===== src/rtl/core/vgc_pkg.sv =====
// ----------------------------------------------------------------------------
// vgc_pkg
// Shared types and constants of the voice gated capture block: opcodes,
// end reasons, register indexes, field widths and register reset values.
// ----------------------------------------------------------------------------
package vgc_pkg;

	// Capture buffer and block sizing
	localparam int RECORD_CAPACITY = 262144;
	localparam int BLOCK_MAX       = 256;

	localparam int OP_W     = 2;
	localparam int SMP_W    = 16;
	localparam int MAG_W    = SMP_W + 1;
	localparam int REC_W    = 19;
	localparam int ADDR_W   = 18;
	localparam int QT_W     = 15;
	localparam int BLK_W    = $clog2(BLOCK_MAX + 1);
	localparam int SUM_W    = QT_W + BLK_W;
	localparam int TRI_W    = BLK_W + 2;
	localparam int REASON_W = 2;
	localparam int IDX_W    = 3;
	localparam int CFG_W    = 19;

	typedef logic [OP_W-1:0]     opcode_t;
	typedef logic [REASON_W-1:0] reason_t;
	typedef logic [IDX_W-1:0]    cfg_idx_t;

	// Opcodes
	localparam opcode_t OP_SAMPLE = 2'd0;
	localparam opcode_t OP_START  = 2'd1;
	localparam opcode_t OP_CANCEL = 2'd2;
	localparam opcode_t OP_STOP   = 2'd3;

	// End reasons
	localparam reason_t END_LENGTH    = 2'd0;
	localparam reason_t END_HALT      = 2'd1;
	localparam reason_t END_SILENCE   = 2'd2;
	localparam reason_t END_NO_SPEECH = 2'd3;

	// Register indexes
	localparam cfg_idx_t REG_CUTOFF_ENABLE   = 3'd0;
	localparam cfg_idx_t REG_MAX_FRAMES      = 3'd1;
	localparam cfg_idx_t REG_QUIET_THRESHOLD = 3'd2;
	localparam cfg_idx_t REG_SILENCE_LIMIT   = 3'd3;
	localparam cfg_idx_t REG_SPEECH_MINIMUM  = 3'd4;
	localparam cfg_idx_t REG_NO_SPEECH_LIMIT = 3'd5;

	// Register reset values
	localparam logic [REC_W-1:0] MAX_FRAMES_RST      = 19'd262144;
	localparam logic [QT_W-1:0]  QUIET_THRESHOLD_RST = 15'd400;
	localparam logic [REC_W-1:0] SILENCE_LIMIT_RST   = 19'd12800;
	localparam logic [REC_W-1:0] SPEECH_MINIMUM_RST  = 19'd4000;
	localparam logic [REC_W-1:0] NO_SPEECH_LIMIT_RST = 19'd48000;

	localparam logic [REC_W-1:0] CAPACITY  = REC_W'(RECORD_CAPACITY);
	localparam logic [REC_W-1:0] COUNT_SAT = {REC_W{1'b1}};
	localparam logic [BLK_W-1:0] BLOCK_LEN = BLK_W'(BLOCK_MAX);

	localparam logic signed [SMP_W-1:0] SMP_MAX = 16'sh7FFF;
	localparam logic signed [SMP_W-1:0] SMP_MIN = 16'sh8000;

endpackage


===== src/rtl/core/voice_gated_capture_top.sv =====
// ----------------------------------------------------------------------------
// voice_gated_capture_top
// Energy gated microphone capture: passes captured samples on with buffer
// addresses and ends the capture on length, request, silence or no speech.
// ----------------------------------------------------------------------------
// One request is taken per clock cycle as long as results are taken. A
// request is registered on accept in the input register, evaluated from
// there against the capture state, and its result (if any) is loaded into
// the output register, so the block sustains one request per cycle as long
// as results are taken. Only a sample taken while capturing, or a start
// with a zero length limit, produces a result; cancel and stop requests
// are recorded and acted on at the next block end. The block quiet test
// is a 15 x 9 bit multiply of threshold by block length compared against
// the block's absolute sum; that multiply and compare sets the cycle time.
// Configuration registers are read live and may be written only when no
// request is in flight.
module voice_gated_capture_top
	import vgc_pkg::*;
(
	input  logic                    clk,
	input  logic                    arst_n,

	input  logic                    cfg_wr_en,
	input  logic [IDX_W-1:0]        cfg_index,
	input  logic [CFG_W-1:0]        cfg_wdata,

	input  logic                    item_valid,
	output logic                    item_ready,
	input  logic [OP_W-1:0]         opcode,
	input  logic signed [SMP_W-1:0] sample,
	input  logic                    block_end,

	output logic                    result_valid,
	input  logic                    result_ready,
	output logic                    store_valid,
	output logic [ADDR_W-1:0]       store_address,
	output logic signed [SMP_W-1:0] stored_sample,
	output logic                    done_res,
	output logic [REASON_W-1:0]     end_reason,
	output logic [REC_W-1:0]        frames_recorded,
	output logic [REC_W-1:0]        speech_total,
	output logic signed [SMP_W-1:0] min_sample,
	output logic signed [SMP_W-1:0] max_sample,
	output logic                    cancelled
);

	// Configuration
	logic             cutoff_enable_q;
	logic [REC_W-1:0] max_frames_q;
	logic [QT_W-1:0]  quiet_threshold_q;
	logic [REC_W-1:0] silence_limit_q;
	logic [REC_W-1:0] speech_minimum_q;
	logic [REC_W-1:0] no_speech_limit_q;

	always_ff @(posedge clk or negedge arst_n) begin
		if (!arst_n) begin
			cutoff_enable_q   <= 1'b1;
			max_frames_q      <= MAX_FRAMES_RST;
			quiet_threshold_q <= QUIET_THRESHOLD_RST;
			silence_limit_q   <= SILENCE_LIMIT_RST;
			speech_minimum_q  <= SPEECH_MINIMUM_RST;
			no_speech_limit_q <= NO_SPEECH_LIMIT_RST;
		end else if (cfg_wr_en) begin
			unique case (cfg_index)
				REG_CUTOFF_ENABLE:   cutoff_enable_q   <= cfg_wdata[0];
				REG_MAX_FRAMES:      max_frames_q      <= cfg_wdata[REC_W-1:0];
				REG_QUIET_THRESHOLD: quiet_threshold_q <= cfg_wdata[QT_W-1:0];
				REG_SILENCE_LIMIT:   silence_limit_q   <= cfg_wdata[REC_W-1:0];
				REG_SPEECH_MINIMUM:  speech_minimum_q  <= cfg_wdata[REC_W-1:0];
				REG_NO_SPEECH_LIMIT: no_speech_limit_q <= cfg_wdata[REC_W-1:0];
				default: ;
			endcase
		end
	end

	// Input register
	logic                    valid_s1;
	opcode_t                 op_s1;
	logic signed [SMP_W-1:0] sample_s1;
	logic                    bend_s1;
	logic [MAG_W-1:0]        mag_s1;
	logic                    fire_s1;
	logic                    has_res;

	assign item_ready = !valid_s1 || fire_s1;

	always_ff @(posedge clk or negedge arst_n) begin
		if (!arst_n) begin
			valid_s1 <= 1'b0;
		end else if (item_ready) begin
			valid_s1 <= item_valid;
		end
	end

	// Take the magnitude at the input so the block sum is a plain add later
	always_ff @(posedge clk) begin
		if (item_valid && item_ready) begin
			op_s1     <= opcode;
			sample_s1 <= sample;
			bend_s1   <= block_end;
			mag_s1    <= sample[SMP_W-1] ? MAG_W'(-{sample[SMP_W-1], sample})
			                             : MAG_W'({1'b0, sample});
		end
	end

	// Capture state
	logic                    capturing_q;
	logic [REC_W-1:0]        recorded_count_q;
	logic [BLK_W-1:0]        block_count_q;
	logic [SUM_W-1:0]        block_abs_sum_q;
	logic [REC_W-1:0]        speech_count_q;
	logic [REC_W-1:0]        silence_count_q;
	logic signed [SMP_W-1:0] running_min_q;
	logic signed [SMP_W-1:0] running_max_q;
	logic                    cancel_pending_q;
	logic                    stop_pending_q;

	logic                    capturing_nx;
	logic [REC_W-1:0]        recorded_count_nx;
	logic [BLK_W-1:0]        block_count_nx;
	logic [SUM_W-1:0]        block_abs_sum_nx;
	logic [REC_W-1:0]        speech_count_nx;
	logic [REC_W-1:0]        silence_count_nx;
	logic signed [SMP_W-1:0] running_min_nx;
	logic signed [SMP_W-1:0] running_max_nx;
	logic                    cancel_pending_nx;
	logic                    stop_pending_nx;

	// Per-sample arithmetic
	logic [REC_W-1:0] limit;
	logic [REC_W-1:0] rec_inc;
	logic [BLK_W-1:0] blk_inc;
	logic [SUM_W-1:0] sum_inc;
	logic [SUM_W-1:0] quiet_bound;
	logic             quiet;
	logic [REC_W:0]   sil_add;
	logic [REC_W:0]   spc_add;
	logic [REC_W-1:0] sil_sat;
	logic [REC_W-1:0] spc_sat;
	logic [TRI_W-1:0] tri_len;
	logic [REC_W-1:0] sil_sub;
	logic             blk_done;

	assign limit   = (max_frames_q > CAPACITY) ? CAPACITY : max_frames_q;
	assign rec_inc = (recorded_count_q < COUNT_SAT) ? recorded_count_q + 1'b1
	                                                : recorded_count_q;
	assign blk_inc = block_count_q + 1'b1;
	assign sum_inc = block_abs_sum_q + SUM_W'(mag_s1);
	assign quiet_bound = SUM_W'(quiet_threshold_q) * SUM_W'(blk_inc);
	assign quiet   = sum_inc < quiet_bound;

	assign sil_add = {1'b0, silence_count_q} + (REC_W+1)'(blk_inc);
	assign spc_add = {1'b0, speech_count_q} + (REC_W+1)'(blk_inc);
	assign sil_sat = sil_add[REC_W] ? COUNT_SAT : sil_add[REC_W-1:0];
	assign spc_sat = spc_add[REC_W] ? COUNT_SAT : spc_add[REC_W-1:0];
	assign tri_len = {blk_inc, 1'b0} + TRI_W'(blk_inc);
	assign sil_sub = (silence_count_q > REC_W'(tri_len)) ?
	                 silence_count_q - REC_W'(tri_len) : '0;

	assign blk_done = bend_s1 || (blk_inc >= BLOCK_LEN) || (rec_inc >= limit);

	assign has_res = valid_s1 && (((op_s1 == OP_SAMPLE) && capturing_q) ||
	                 ((op_s1 == OP_START) && !capturing_q && (limit == '0)));
	assign fire_s1 = valid_s1 && (!has_res || !result_valid || result_ready);

	// Result fields
	logic                    res_store;
	logic [ADDR_W-1:0]       res_addr;
	logic signed [SMP_W-1:0] res_sample;
	logic                    fin;
	reason_t                 reason;

	always_comb begin
		capturing_nx      = capturing_q;
		recorded_count_nx = recorded_count_q;
		block_count_nx    = block_count_q;
		block_abs_sum_nx  = block_abs_sum_q;
		speech_count_nx   = speech_count_q;
		silence_count_nx  = silence_count_q;
		running_min_nx    = running_min_q;
		running_max_nx    = running_max_q;
		cancel_pending_nx = cancel_pending_q;
		stop_pending_nx   = stop_pending_q;
		res_store         = 1'b0;
		res_addr          = '0;
		res_sample        = '0;
		fin               = 1'b0;
		reason            = END_LENGTH;

		unique case (op_s1)
			OP_CANCEL: cancel_pending_nx = 1'b1;
			OP_STOP:   stop_pending_nx   = 1'b1;
			OP_START: begin
				if (!capturing_q) begin
					capturing_nx      = 1'b1;
					recorded_count_nx = '0;
					block_count_nx    = '0;
					block_abs_sum_nx  = '0;
					speech_count_nx   = '0;
					silence_count_nx  = '0;
					running_min_nx    = SMP_MAX;
					running_max_nx    = SMP_MIN;
					cancel_pending_nx = 1'b0;
					fin               = (limit == '0);
				end
			end
			OP_SAMPLE: begin
				if (capturing_q) begin
					res_store         = 1'b1;
					res_addr          = recorded_count_q[ADDR_W-1:0];
					res_sample        = sample_s1;
					recorded_count_nx = rec_inc;
					if (sample_s1 < running_min_q) running_min_nx = sample_s1;
					if (sample_s1 > running_max_q) running_max_nx = sample_s1;
					if (blk_done) begin
						block_count_nx   = '0;
						block_abs_sum_nx = '0;
						if (cancel_pending_q || stop_pending_q) begin
							fin    = 1'b1;
							reason = END_HALT;
						end else if (cutoff_enable_q) begin
							if (quiet) begin
								silence_count_nx = sil_sat;
								if ((speech_count_q >= speech_minimum_q) &&
								    (sil_sat > silence_limit_q)) begin
									fin    = 1'b1;
									reason = END_SILENCE;
								end else if ((speech_count_q < speech_minimum_q) &&
								             (rec_inc > no_speech_limit_q)) begin
									fin    = 1'b1;
									reason = END_NO_SPEECH;
								end
							end else begin
								speech_count_nx  = spc_sat;
								silence_count_nx = sil_sub;
							end
						end
						if (!fin && (rec_inc >= limit)) begin
							fin    = 1'b1;
							reason = END_LENGTH;
						end
					end else begin
						block_count_nx   = blk_inc;
						block_abs_sum_nx = sum_inc;
					end
				end
			end
			default: ;
		endcase

		// Report fields are taken before the end of capture clears the flags
		if (fin) begin
			capturing_nx = 1'b0;
		end
	end

	always_ff @(posedge clk or negedge arst_n) begin
		if (!arst_n) begin
			capturing_q      <= 1'b0;
			recorded_count_q <= '0;
			block_count_q    <= '0;
			block_abs_sum_q  <= '0;
			speech_count_q   <= '0;
			silence_count_q  <= '0;
			running_min_q    <= SMP_MAX;
			running_max_q    <= SMP_MIN;
			cancel_pending_q <= 1'b0;
			stop_pending_q   <= 1'b0;
		end else if (fire_s1) begin
			capturing_q      <= capturing_nx;
			recorded_count_q <= recorded_count_nx;
			block_count_q    <= block_count_nx;
			block_abs_sum_q  <= block_abs_sum_nx;
			speech_count_q   <= speech_count_nx;
			silence_count_q  <= silence_count_nx;
			running_min_q    <= running_min_nx;
			running_max_q    <= running_max_nx;
			cancel_pending_q <= fin ? 1'b0 : cancel_pending_nx;
			stop_pending_q   <= fin ? 1'b0 : stop_pending_nx;
		end
	end

	// Output register
	logic result_valid_q;

	always_ff @(posedge clk or negedge arst_n) begin
		if (!arst_n) begin
			result_valid_q <= 1'b0;
		end else if (fire_s1 && has_res) begin
			result_valid_q <= 1'b1;
		end else if (result_ready) begin
			result_valid_q <= 1'b0;
		end
	end

	always_ff @(posedge clk) begin
		if (fire_s1 && has_res) begin
			store_valid     <= res_store;
			store_address   <= res_addr;
			stored_sample   <= res_sample;
			done_res        <= fin;
			end_reason      <= fin ? reason : END_LENGTH;
			frames_recorded <= fin ? recorded_count_nx : '0;
			speech_total    <= fin ? speech_count_nx : '0;
			min_sample      <= fin ? running_min_nx : '0;
			max_sample      <= fin ? running_max_nx : '0;
			cancelled       <= fin && cancel_pending_nx;
		end
	end

	assign result_valid = result_valid_q;

	// Checks
	a_nostore_is_done: assert property (@(posedge clk) disable iff (!arst_n)
		result_valid && !store_valid |-> done_res)
		else $error("result without store must end the capture");

	a_cancel_reason: assert property (@(posedge clk) disable iff (!arst_n)
		result_valid && cancelled |-> done_res && (end_reason == END_HALT))
		else $error("cancelled capture must report a request end");

	a_minmax_order: assert property (@(posedge clk) disable iff (!arst_n)
		result_valid && done_res && (frames_recorded != '0) |->
		(min_sample <= max_sample))
		else $error("reported minimum above maximum");

	a_end_clears: assert property (@(posedge clk) disable iff (!arst_n)
		fire_s1 && fin |=> !capturing_q && !cancel_pending_q && !stop_pending_q)
		else $error("capture state not cleared after end");

endmodule

===== config.mk =====
export PLATFORM = sky130hd
export DESIGN_NAME = voice_gated_capture_top
export DESIGN_NICKNAME = d
export VERILOG_FILES = /design/src/rtl/core/vgc_pkg.sv /design/src/rtl/core/voice_gated_capture_top.sv
export SDC_FILE = /design/constraint.sdc
export NUM_CORES = 1
export LEC_CHECK = 0
export BUFFER_PORTS_ARGS = -buffer_cell sky130_fd_sc_hd__buf_2
export CORE_UTILIZATION = 63
export CTS_CLUSTER_SIZE = 16
export DETAILED_ROUTE_END_ITERATION = 12
export HOLD_SLACK_MARGIN = 0.15
export PLACE_DENSITY_LB_ADDON = 0.1
export SYNTH_ARGS = -nofsm -noshare
export SYNTH_HDL_FRONTEND = slang
export SYNTH_SLANG_ARGS = --single-unit

===== constraint.sdc =====
create_clock -name clk -period 10.4 [get_ports clk]
set_input_delay 1.04 -clock clk [delete_from_list [all_inputs] [get_ports clk]]
set_output_delay 1.04 -clock clk [all_outputs]
set_load 0.03 [all_outputs]

Yosys cells after proc, flatten, opt, wreduce, memory -nomap -nowiden
Cells that the tools add are included.

Multipliers: 1. Muxes and demuxes: 67. Eq/ne operators: 13. Reduce and logical (&&, ||, !) cells: 43. Add/subtract/negate cells: 8. Magnitude comparators: 12. Bitwise gates (word level): 6.

Operators by type and width (number): $mux 19 (19); $pmux 19 s2 (3); $mux 16 (6); $mux 24 (3); $pmux 16 s2 (2); $pmux 24 s2 (1); $add 19x9->20 (2); $ge 19x19->1 (2); $gt 19x19->1 (2); $mux 9 (3); $add 24x17->24 (1); $lt 24x24->1 (1); $mul 15x9->24 (1); $mux 1 (24); $add 19x1->19 const B (1); $gt 19x11->1 (1); $gt 19x19->1 const B (1); $logic_not 19->1 (1); $lt 19x19->1 (1); $lt 19x19->1 const B (1); $sub 19x11->19 (1); $pmux 9 s2 (1); $reduce_and 2->1 (9); $neg 17->17 (1); 25 further kinds (62).

Output and inout port bits: 111. Register bits after elaboration: 364. Input bits: 46. Word-level logic and storage cells: 184.

Logic depth before layout (Yosys ltp)
Gate-level depths: netlist of run 1.

Depth after elaboration: 20. Mapped depth: 35. Gate-level depth less buffers: 31.

Worst setup path before layout of run 1
OpenSTA, ideal clock, no wires.

Kind: reg-to-reg. Start: register block_count_q[0]. End: register speech_total[3], data pin. Arrival time: 7.799 ns. Required time: 10.138 ns. Setup time: 0.262 ns. Stages on the path, launching flop included: 32. Setup slack: 2.339 ns. Clock period less this slack: 8.061 ns. Cells stage by stage: dfrtp_1 -> buf_2 -> inv_1 -> clkbuf_1 -> ha_1 -> inv_1 -> clkbuf_1 -> nand2_1 -> fa_1 -> inv_1 -> fa_1 -> fa_1 -> inv_1 -> fa_1 -> inv_1 -> ha_1 -> or4_1 -> o221ai_1 -> a41oi_1 -> or4_1 -> a31o_2 -> a21oi_1 -> xor2_1 -> ha_1 -> nand2_1 -> o21ai_0 -> nor2b_1 -> a31oi_2 -> clkbuf_1 -> nand3_1 -> o221ai_1 -> a21oi_1.

Longest elaborated chain between the ends: 18. Elaborated cells between the ends (all ways): 31. Classes of those cells: add/sub: 3; mul: 1; order compare: 3; mux: 19; reduce/logical: 5.

RTL lines: from (decl) (line voice_gated_capture_top.sv:109) `logic [BLK_W-1:0] block_count_q;`; from (signal assigned) (line voice_gated_capture_top.sv:272) `block_count_q <= block_count_nx;`; $add 9x1->9 (*) (line voice_gated_capture_top.sv:147) `assign blk_inc = block_count_q + 1'b1;`; parallel branches: the longest is 17 deep, another holds $mul 15x9->24; to (signal assigned) (line voice_gated_capture_top.sv:304) `speech_total <= fin ? speech_count_nx : '0;`; to (decl) (line voice_gated_capture_top.sv:41) `output logic [REC_W-1:0] speech_total,`.

Every way passes the cells marked *. The select of a mux whose other input is x is not followed. A chain may end at the register's enable or synchronous reset.

Final worst setup path of run 1
Start: register block_count_q[0]. End: register speech_total[18], data pin.

The elaborated chain is that of the path after synthesis.

==> out/metrics.sh, run 1 <==
STATUS='completed'
FIN_NETS=3260
AREA_CONTRIBUTORS_POST_SYNTH='sky130_fd_sc_hd__dfrtp_1 (17%), sky130_fd_sc_hd__edfxtp_1 (16%), sky130_fd_sc_hd__ha_1 (11%), sky130_fd_sc_hd__fa_1 (7.1%), sky130_fd_sc_hd__mux2_2 (3.8%)'
FINAL_CELLS=3454
CTS_SETUP_BUFFERS=0
TIMING.CLOCK.SKEW_NS=0.0431
PORT_BUFFERS=156
ROUTE.ANTENNA.REMAINING_NETS=0
REGTOREGSTARTPOINT='block_count_q[0]'
TIMING.FINAL.CRIT_PERIOD_NS=9.55
END_KIND='register'
STARTPOINT_OF_THE_MOST_CRITICAL_HOLD_PATH='no_speech_limit_q[5]'
LEADING_CELL_TYPE_IN_THE_LAYOUT_FILL_AND_TAPS_EXCLUDED='sky130_fd_sc_hd__nand2_1'
ROUTABILITYCONGESTION=0.931
PRE_CTS_SLACK_NS=0.896
PORTION_OF_THE_POST_SYNTHESIS_AREA_USED_BY_SEQUENTIAL_ELEMENTS_PCT=36.5
CTS-HTREE-LEVELS=2
SEQUENTIALPOWERSHARE_PCT=38.3
CRIT_SLOWEST_CELL='sky130_fd_sc_hd__o31a_2'
GLOBAL_ROUTING_USAGE_SUMMED_ACROSS_ALL_ROUTING_LAYERS_PCT=34.5
MAX-SLEW-MARGIN-REL_PCT=18.3
WORST_HOLD_PATH_TYPE='register to register'
GRT.OVERFLOW.TOTAL=0
POSTSYNTH.TOPFLOPCELL='sky130_fd_sc_hd__dfrtp_1'
CTSLONGESTPATHBUFFERS=3
DIODES=0
CLOCK_PIN_SLEW_OF_THE_REGISTERS_ON_THE_WORST_CASE_SETUP_AND_HOLD_PATHS_NS=0.06
WL_MM=74.8
SYNTHSIMPLEGATEAREAFRAC_PCT=15.2
CP_MOST_FREQUENT_CELL='sky130_fd_sc_hd__fa_1'
HPWLAFTERDP_MM=54.4
POST-ROUTE-PERIOD-UTIL_PCT=91.8
POWER.CLOCK.FRACTION_PCT=33.7
CRITICAL_PATH.MAX_STAGE_DELAY_NS=0.71
NETSWITCHINGPOWER_W=0.00161
CP_DATA_REQUIRED_TIME_NS=10.72
CTS_RESIZED=0
NUMBER_OF_SYNTHESIZED_FLOPS_WITH_AN_ENABLE_PIN=144
RR_ENDPOINT='speech_total[18]'
DRIVE_GT1_SHARE_PCT=15.3
START_UTIL_PCT=64.1
AVGVIACOUNTPERCELL=6.41
GRT_UTIL_MET1_PCT=48.8
XOR_XNOR_SHARE_OF_THE_SYNTHESIZED_AREA_PCT=3.47
NUMBER_OF_CORE_ROWS=75
FIRST_PASS_GRT_WIRE_LENGTH_MM=118
DRT-PASS1-ITER-COUNT=6
CELL_COUNT_OF_THE_WORST_REG_TO_REG_PATH=29
DRT-INITIAL-DRC-COUNT=1889
TIMING.CRITICAL_PATH.BUF_INV=4
SETUP.WORST_PATH.CLASS='register to register'
POST-ROUTE-DRC-COUNT=0
SYNTHESIS.AREA_PER_INSTANCE_UM2=9.70
RRSETUPSLACK_NS=0.85
SYNTH.MUX.AREA_FRACTION_PCT=5.02
NUMPLACEDINSTANCES=3376
VIA_COUNT_OF_THE_FIRST_GLOBAL_ROUTING_PASS=21315
COMBINATIONALPOWERSHARE_PCT=28.0
CLK-INSERTION-DELAY-LATE_NS=0.59
DIE_EXTENT_IN_Y_UM=209
START_KIND='register'
HIGHEST_IR_DROP_SEEN_ON_VDD_mV=0.134
ROOT_BUFFER='sky130_fd_sc_hd__clkbuf_16'
DIEWIDTH_UM=209
CLOCK_SINKS=363
CRITICAL_PATH_ARRIVAL_NS=9.87
MAPPEDNETLISTAREA_MM2=0.0270
YOSYSWARNINGS=0
SYNTH_TOP_CELL_BY_AREA='sky130_fd_sc_hd__dfrtp_1'
CTS_HOLD_BUF=0
DRV.MAX_CAP_VIOLATION_COUNT=0
ANTENNA_FOUND_INITIAL=0
FINAL-HOLD-VIOLATION-COUNT=0
WORST-SLEW-PIN-TRANSITION_NS=1.22
YOSYS.AREA_SHARE.ADDER_PCT=18.0
SW_FRAC_OF_TOTAL_PCT=33.8
AREA.GROWTH.SYNTH_TO_FINAL_PCT=9.95
GRT_MAX_DEGREE=105
CTS_INSERTED_BUFFERS=43
SYNTHESIS.INSTANCES=2784
UNREPAIRED_SETUP_ENDPOINTS_AFTER_GLOBAL_ROUTING='false'
MET2_USAGE_PCT=53.7
CELLPOWERDENSITY_mW_PER_MM2=160
LARGEST_FAMILY_OF_LOGIC_CELLS_BY_SYNTHESIZED_AREA='adder cells'
NETLIST-CELL-TYPE-COUNT=90
BOUNDARYPINS=157
CORE_AREA_MM2=0.0421
DESIGN.DIE.AREA_MM2=0.0437
FINAL_SETUP_VIOLS=0
SYNTH.TOP_CELL.AREA_SHARE_PCT=16.9
FINAL.SETUP.WORST_SLACK_NS=0.850
SYNTH-COMPOUND-AREA-SHARE_PCT=16.1
SETUP_TOTAL_NEGATIVE_SLACK_NS=0
ROUTEDWLPERCELL_UM=21.6
GRT_MOST_USED_LAYER='met2'
MET3_DEMAND_TO_CAPACITY_SHARE_IN_GLOBAL_ROUTING_PCT=5.61
FINALMAXSLEWVIOLATIONS=0
HOLDPATHSTAGES=1
P_INT_W=0.00315
CELLLEAKAGEPOWER_nW=14.0
WORST_PATH_DOMINANT_CELL_FAMILY='adder cells'
SYNTHARSTFLOPSHARE_PCT=60.3
CRIT_PATH_MAX_FANOUT=36
MOST-COMMON-LAYOUT-CELLS='sky130_fd_sc_hd__nand2_1 (262), sky130_fd_sc_hd__inv_1 (244), sky130_fd_sc_hd__ha_1 (235)'
CTS_TREE='done'
DETAILROUTE.VIA_COUNT=22139
TIMING.FMAX_MHz=105
SYNTH_NETS=3162
WORST_MIN_DELAY_PATH_ENDPOINT='no_speech_limit_q[5]'
YS_FF_LATCH=363
## stage by stage
step	total power (W)	cell area (µm²)	hold slack [ns]	utilization, %
2_1_floorplan	0.00275	27000	0.473	-
3_3_place_gp	0.00310	28200	0.487	67.0
4_1_cts	0.00476	29700	0.505	70.5
5_1_grt	0.00500	29700	0.518	70.5
3_5_place_dp	0.00315	28200	0.493	67.0
6_report	0.00476	29700	0.505	70.5
## cell families after synthesis
kind of cell | after synthesis
AND/OR/NAND/NOR | 804
AO/OA/AOI/OAI | 666
buffers and inverters | 387
flip-flops | 363
adder cells (fa/ha/maj) | 332
multiplexers | 124
XOR/XNOR | 107
other | 1
## worst max path at each step
stage                          start                to  cells past startpoint
floorplan           block_count_q[0]   speech_total[3]                     31
global placement    block_count_q[0]  speech_total[13]                     29
detailed placement  block_count_q[0]   speech_total[9]                     29
CTS                 block_count_q[0]  speech_total[18]                     29
global route        block_count_q[0]  speech_total[18]                     29
finish              block_count_q[0]  speech_total[18]                     29
## per-layer routing
layer,routed length [µm],vias to the layer above
li1,-,10129
met1,32600,10853
met2,33800,1005
met3,5850,152
met4,2570,0
met5,0,-
## area by class of cell
| type | instances | area, µm² |
|---|---|---|
| Fill cell | 3188 | 12400 |
| Multi-Input combinational cell | 2034 | 15700 |
| Clock inverter | 27 | 349 |
| Sequential cell | 363 | 9850 |
| Inverter | 247 | 927 |
| Clock buffer | 51 | 1150 |
| Tap cell | 539 | 674 |
| Timing Repair Buffer | 193 | 1070 |
## sequential cells by signal (all words and copies together) (netlist names), 18 cells and up
name and flops:
block_abs_sum_q 24, frames_recorded 19, max_frames_q 19, no_speech_limit_q 19, recorded_count_q 19, silence_count_q 19
silence_limit_q 19, speech_count_q 19, speech_minimum_q 19, speech_total 19, store_address 18
## synthesized netlist by cell type, types with 24 or more instances
cell                       instances
sky130_fd_sc_hd__a22o_1           41
sky130_fd_sc_hd__a31oi_1          35
sky130_fd_sc_hd__mux2i_1          33
sky130_fd_sc_hd__nand2_1         262
sky130_fd_sc_hd__fa_1             96
sky130_fd_sc_hd__nor2_1          122
sky130_fd_sc_hd__a21oi_1         164
sky130_fd_sc_hd__nand4_1          34
sky130_fd_sc_hd__clkbuf_1         89
sky130_fd_sc_hd__nor3_1           34
sky130_fd_sc_hd__dfstp_2          37
sky130_fd_sc_hd__o21ai_0         160
sky130_fd_sc_hd__and3_1           60
sky130_fd_sc_hd__xnor2_1          65
sky130_fd_sc_hd__inv_1           244
sky130_fd_sc_hd__nor2b_1          25
sky130_fd_sc_hd__or3_1            24
sky130_fd_sc_hd__and2_1           87
sky130_fd_sc_hd__a21o_1           45
sky130_fd_sc_hd__buf_2            31
sky130_fd_sc_hd__nand3_1          61
sky130_fd_sc_hd__edfxtp_1        144
sky130_fd_sc_hd__ha_1            236
sky130_fd_sc_hd__xor2_1           42
sky130_fd_sc_hd__dfrtp_1         182
sky130_fd_sc_hd__mux2_2           91
sky130_fd_sc_hd__o21a_1           31
sky130_fd_sc_hd__a22oi_1          31
## power by group through the flow
stage	clock (W)	sequential (W)	combinational (W)
after floorplan	0	0.00179	0.000954
after global placement	0	0.00184	0.00126
after detailed placement	0	0.00184	0.00131
after CTS	0.00161	0.00182	0.00132
after global routing	0.00167	0.00184	0.00148
final	0.00160	0.00182	0.00133
No activity file was read; power rests on OpenSTA's default activity.
==> run 2: changes to the inputs <==
- PLACE_DENSITY: unset -> 0.82
- PLACE_DENSITY_LB_ADDON: 0.1 -> unset
- TNS_END_PERCENT: unset -> 10
==> run 2 against run 1 <==
Effect of this change:
- total power is 0.51% lower
- utilization is 0.23 points lower
- clock skew is 0.017 ns lower
- combinational power hardly changed
- count of clock-buffer cells in the layout is 5 higher
- die area stayed put
- critical path type unchanged
==> out/metrics.sh, run 2 (synthesis results as in run 1) <==
MAX-SLEW-MARGIN-REL_PCT=16.4  # -1.8 points
TIMING.FINAL.CRIT_PERIOD_NS=9.60  # +0.0469 ns
CTS_RESIZED=0  # unchanged
LARGEST_REGISTER_FFS=24  # unchanged
GRT_MAX_DEGREE=104  # -0.95%
FINISH.UTILIZATION_PCT=70.3  # -0.23 points
SETUP_TOTAL_NEGATIVE_SLACK_NS=0  # unchanged
HPWLAFTERDP_MM=53.6  # -1.5%
DIE_EXTENT_IN_Y_UM=209  # unchanged
TIMING.FMAX_MHz=104  # -0.49%
BOUNDARYPINS=157  # unchanged
FIRST_PASS_GRT_WIRE_LENGTH_MM=118  # about the same
START_UTIL_PCT=64.1  # unchanged
ROUTEDWLPERCELL_UM=21.6  # -0.32%
ROUTABILITYCONGESTION=0.935  # +0.41%
CORE_AREA_MM2=0.0421  # unchanged
WORST_PATH_DOMINANT_CELL_FAMILY='adder cells'
CTS_HOLD_BUF=0  # unchanged
CLOCK_PIN_SLEW_OF_THE_REGISTERS_ON_THE_WORST_CASE_SETUP_AND_HOLD_PATHS_NS=0.06  # about the same
POST-ROUTE-PERIOD-UTIL_PCT=92.3  # +0.45 points
CRIT_SLOWEST_CELL='sky130_fd_sc_hd__o21ai_0'
FIN_NETS=3249  # -0.34%
CLOCK_SINKS=363  # unchanged
HOLD-WORST-SLACK_NS=0.509  # +0.00410 ns
AVGVIACOUNTPERCELL=6.45  # +0.59%
END_KIND='register'
CTS_TREE='done'
NETSWITCHINGPOWER_W=0.00159  # -1.3%
GRT.OVERFLOW.TOTAL=0  # unchanged
ROOT_BUFFER='sky130_fd_sc_hd__clkbuf_16'
PORT_BUFFERS=156  # unchanged
TIMING.CLOCK.SKEW_NS=0.0259  # -0.0172 ns
UNREPAIRED_SETUP_ENDPOINTS_AFTER_GLOBAL_ROUTING='false'
FILLER_CELL_COUNT=3051  # -4.3%
DESIGN.DIE.AREA_MM2=0.0437  # unchanged
DRT-INITIAL-DRC-COUNT=2371  # +26%
VIA_COUNT_OF_THE_FIRST_GLOBAL_ROUTING_PASS=21779  # +2.2%
DPL_CELL_AREA_MM2=0.0282  # -0.21%
DRT-PASS1-ITER-COUNT=6  # unchanged
CELLPOWERDENSITY_mW_PER_MM2=160  # -0.18%
GLOBAL_ROUTING_USAGE_SUMMED_ACROSS_ALL_ROUTING_LAYERS_PCT=34.4  # -0.092 points
FINAL_SETUP_VIOLS=0  # unchanged
SW_FRAC_OF_TOTAL_PCT=33.6  # -0.26 points
ROUTE.ANTENNA.REMAINING_NETS=0  # unchanged
COMBINATIONALPOWERSHARE_PCT=28.1  # about the same
START_KIND='register'
CP_DATA_REQUIRED_TIME_NS=10.71  # about the same
CP_MOST_FREQUENT_CELL='sky130_fd_sc_hd__inv_1'
CTSLONGESTPATHBUFFERS=3  # unchanged
NUMBER_OF_CORE_ROWS=75  # unchanged
RRSETUPSLACK_NS=0.80  # -0.05 ns
CTS-HTREE-LEVELS=2  # unchanged
MOST-COMMON-LAYOUT-CELLS='sky130_fd_sc_hd__nand2_1 (262), sky130_fd_sc_hd__inv_1 (244), sky130_fd_sc_hd__ha_1 (235)'
SETUP.WORST_PATH.CLASS='register to register'
P_TOTAL_W=0.00474  # -0.51%
ANTENNA_FOUND_INITIAL=0  # unchanged
P_INT_W=0.00314  # -0.12%
DIODES=0  # unchanged
DRIVE_GT1_SHARE_PCT=14.9  # -0.45 points
POST-ROUTE-DRC-COUNT=0  # unchanged
WORST-SLEW-PIN-TRANSITION_NS=1.25  # +0.0274 ns
WL_MM=74.3  # -0.66%
CLK-INSERTION-DELAY-LATE_NS=0.58  # about the same
WORST_HOLD_PATH_TYPE='register to register'
FINALMAXSLEWVIOLATIONS=0  # unchanged
HIGHEST_IR_DROP_SEEN_ON_VDD_mV=0.129  # -3.5%
SEQUENTIALPOWERSHARE_PCT=38.5  # +0.2 points
STATUS='completed'
CTS_SETUP_BUFFERS=0  # unchanged
POWER.CLOCK.FRACTION_PCT=33.3  # -0.4 points
FINAL-HOLD-VIOLATION-COUNT=0  # unchanged
CRITICAL_PATH.MAX_STAGE_DELAY_NS=0.63  # -0.08 ns
DRV.MAX_CAP_VIOLATION_COUNT=0  # unchanged
LEADING_CELL_TYPE_IN_THE_LAYOUT_FILL_AND_TAPS_EXCLUDED='sky130_fd_sc_hd__nand2_1'
CRITICAL_PATH_ARRIVAL_NS=9.90  # +0.03 ns
CELLLEAKAGEPOWER_nW=14.0  # -0.35%
TOP_REGISTER='block_abs_sum_q'
TIMING.CRITICAL_PATH.BUF_INV=6  # +2
AREA.GROWTH.SYNTH_TO_FINAL_PCT=9.59
DIEWIDTH_UM=209  # unchanged
DETAILROUTE.VIA_COUNT=22192  # +0.24%
CTS_INSERTED_BUFFERS=41  # -4.7%
CRIT_PATH_MAX_FANOUT=46  # +28%
POSTLAYOUTCELLAREA_MM2=0.0296  # -0.33%
==> run 2: final cells by class <==
cell class	instances	area [µm²]	share of cell area, %
Tap cell	539	674	2.28
Clock inverter	19	282	0.951
Multi-Input combinational cell	2034	15700	53.0
Inverter	247	927	3.13
Timing Repair Buffer	184	1010	3.42
Clock buffer	56	1180	3.97
Sequential cell	363	9850	33.3
==> run 2: through the flow <==
| step | std cells | worst slack (ns) |
|---|---|---|
| final | 3442 | 0.803 |
| after global routing | 3442 | 0.356 |
| after CTS | 3442 | 0.817 |
| after detailed placement | 3367 | 0.816 |
| after global placement | 3367 | 1.28 |
| after floorplan | 2784 | 2.34 |
==> run 2: path summary, 6_finish.rpt <==
path                                      from  cells past startpoint             endpoint
max reg2reg                   block_count_q[0]                     28     speech_total[11]
min in group asynchronous               arst_n                      1  recorded_count_q[3]
max in group asynchronous               arst_n                      3   silence_count_q[8]
min reg2reg                silence_limit_q[11]                      1  silence_limit_q[11]
max                           block_count_q[0]                     28     speech_total[11]
min                        silence_limit_q[11]                      1  silence_limit_q[11]
==> run 2: power groups by stage <==
stage	Clock, W	Sequential, W	Combinational (W)
3_5_place_dp	0	0.00184	0.00130
4_1_cts	0.00159	0.00182	0.00131
5_1_grt	0.00164	0.00184	0.00148
6_report	0.00158	0.00183	0.00133
3_3_place_gp	0	0.00183	0.00124
2_1_floorplan	0	0.00179	0.000954
==> run 2: routing by layer <==
| layer | part of all wire [%] | wire (µm) | global-route usage, % | vias to the layer above |
|---|---|---|---|---|
| met5 | 0 | 0 | 0 | - |
| met4 | 4.3 | 3190 | 15.6 | 0 |
| met3 | 8.6 | 6380 | 6.28 | 175 |
| met2 | 45 | 33800 | 53.4 | 1089 |
| met1 | 42 | 30900 | 47.1 | 10819 |
| li1 | - | - | - | 10109 |
==> run 2: worst reg2reg max path: cells and delay by family (launching register included) <==
family                     cells  cell delay (ns)
buffers and inverters          6             1.49
DFF                            1             0.49
adders and majority gates      7             3.00
AOI/OAI and AO/OA              7             2.36
xor gates and xnor gates       1             0.09
and+or+nand+nor                7             1.89
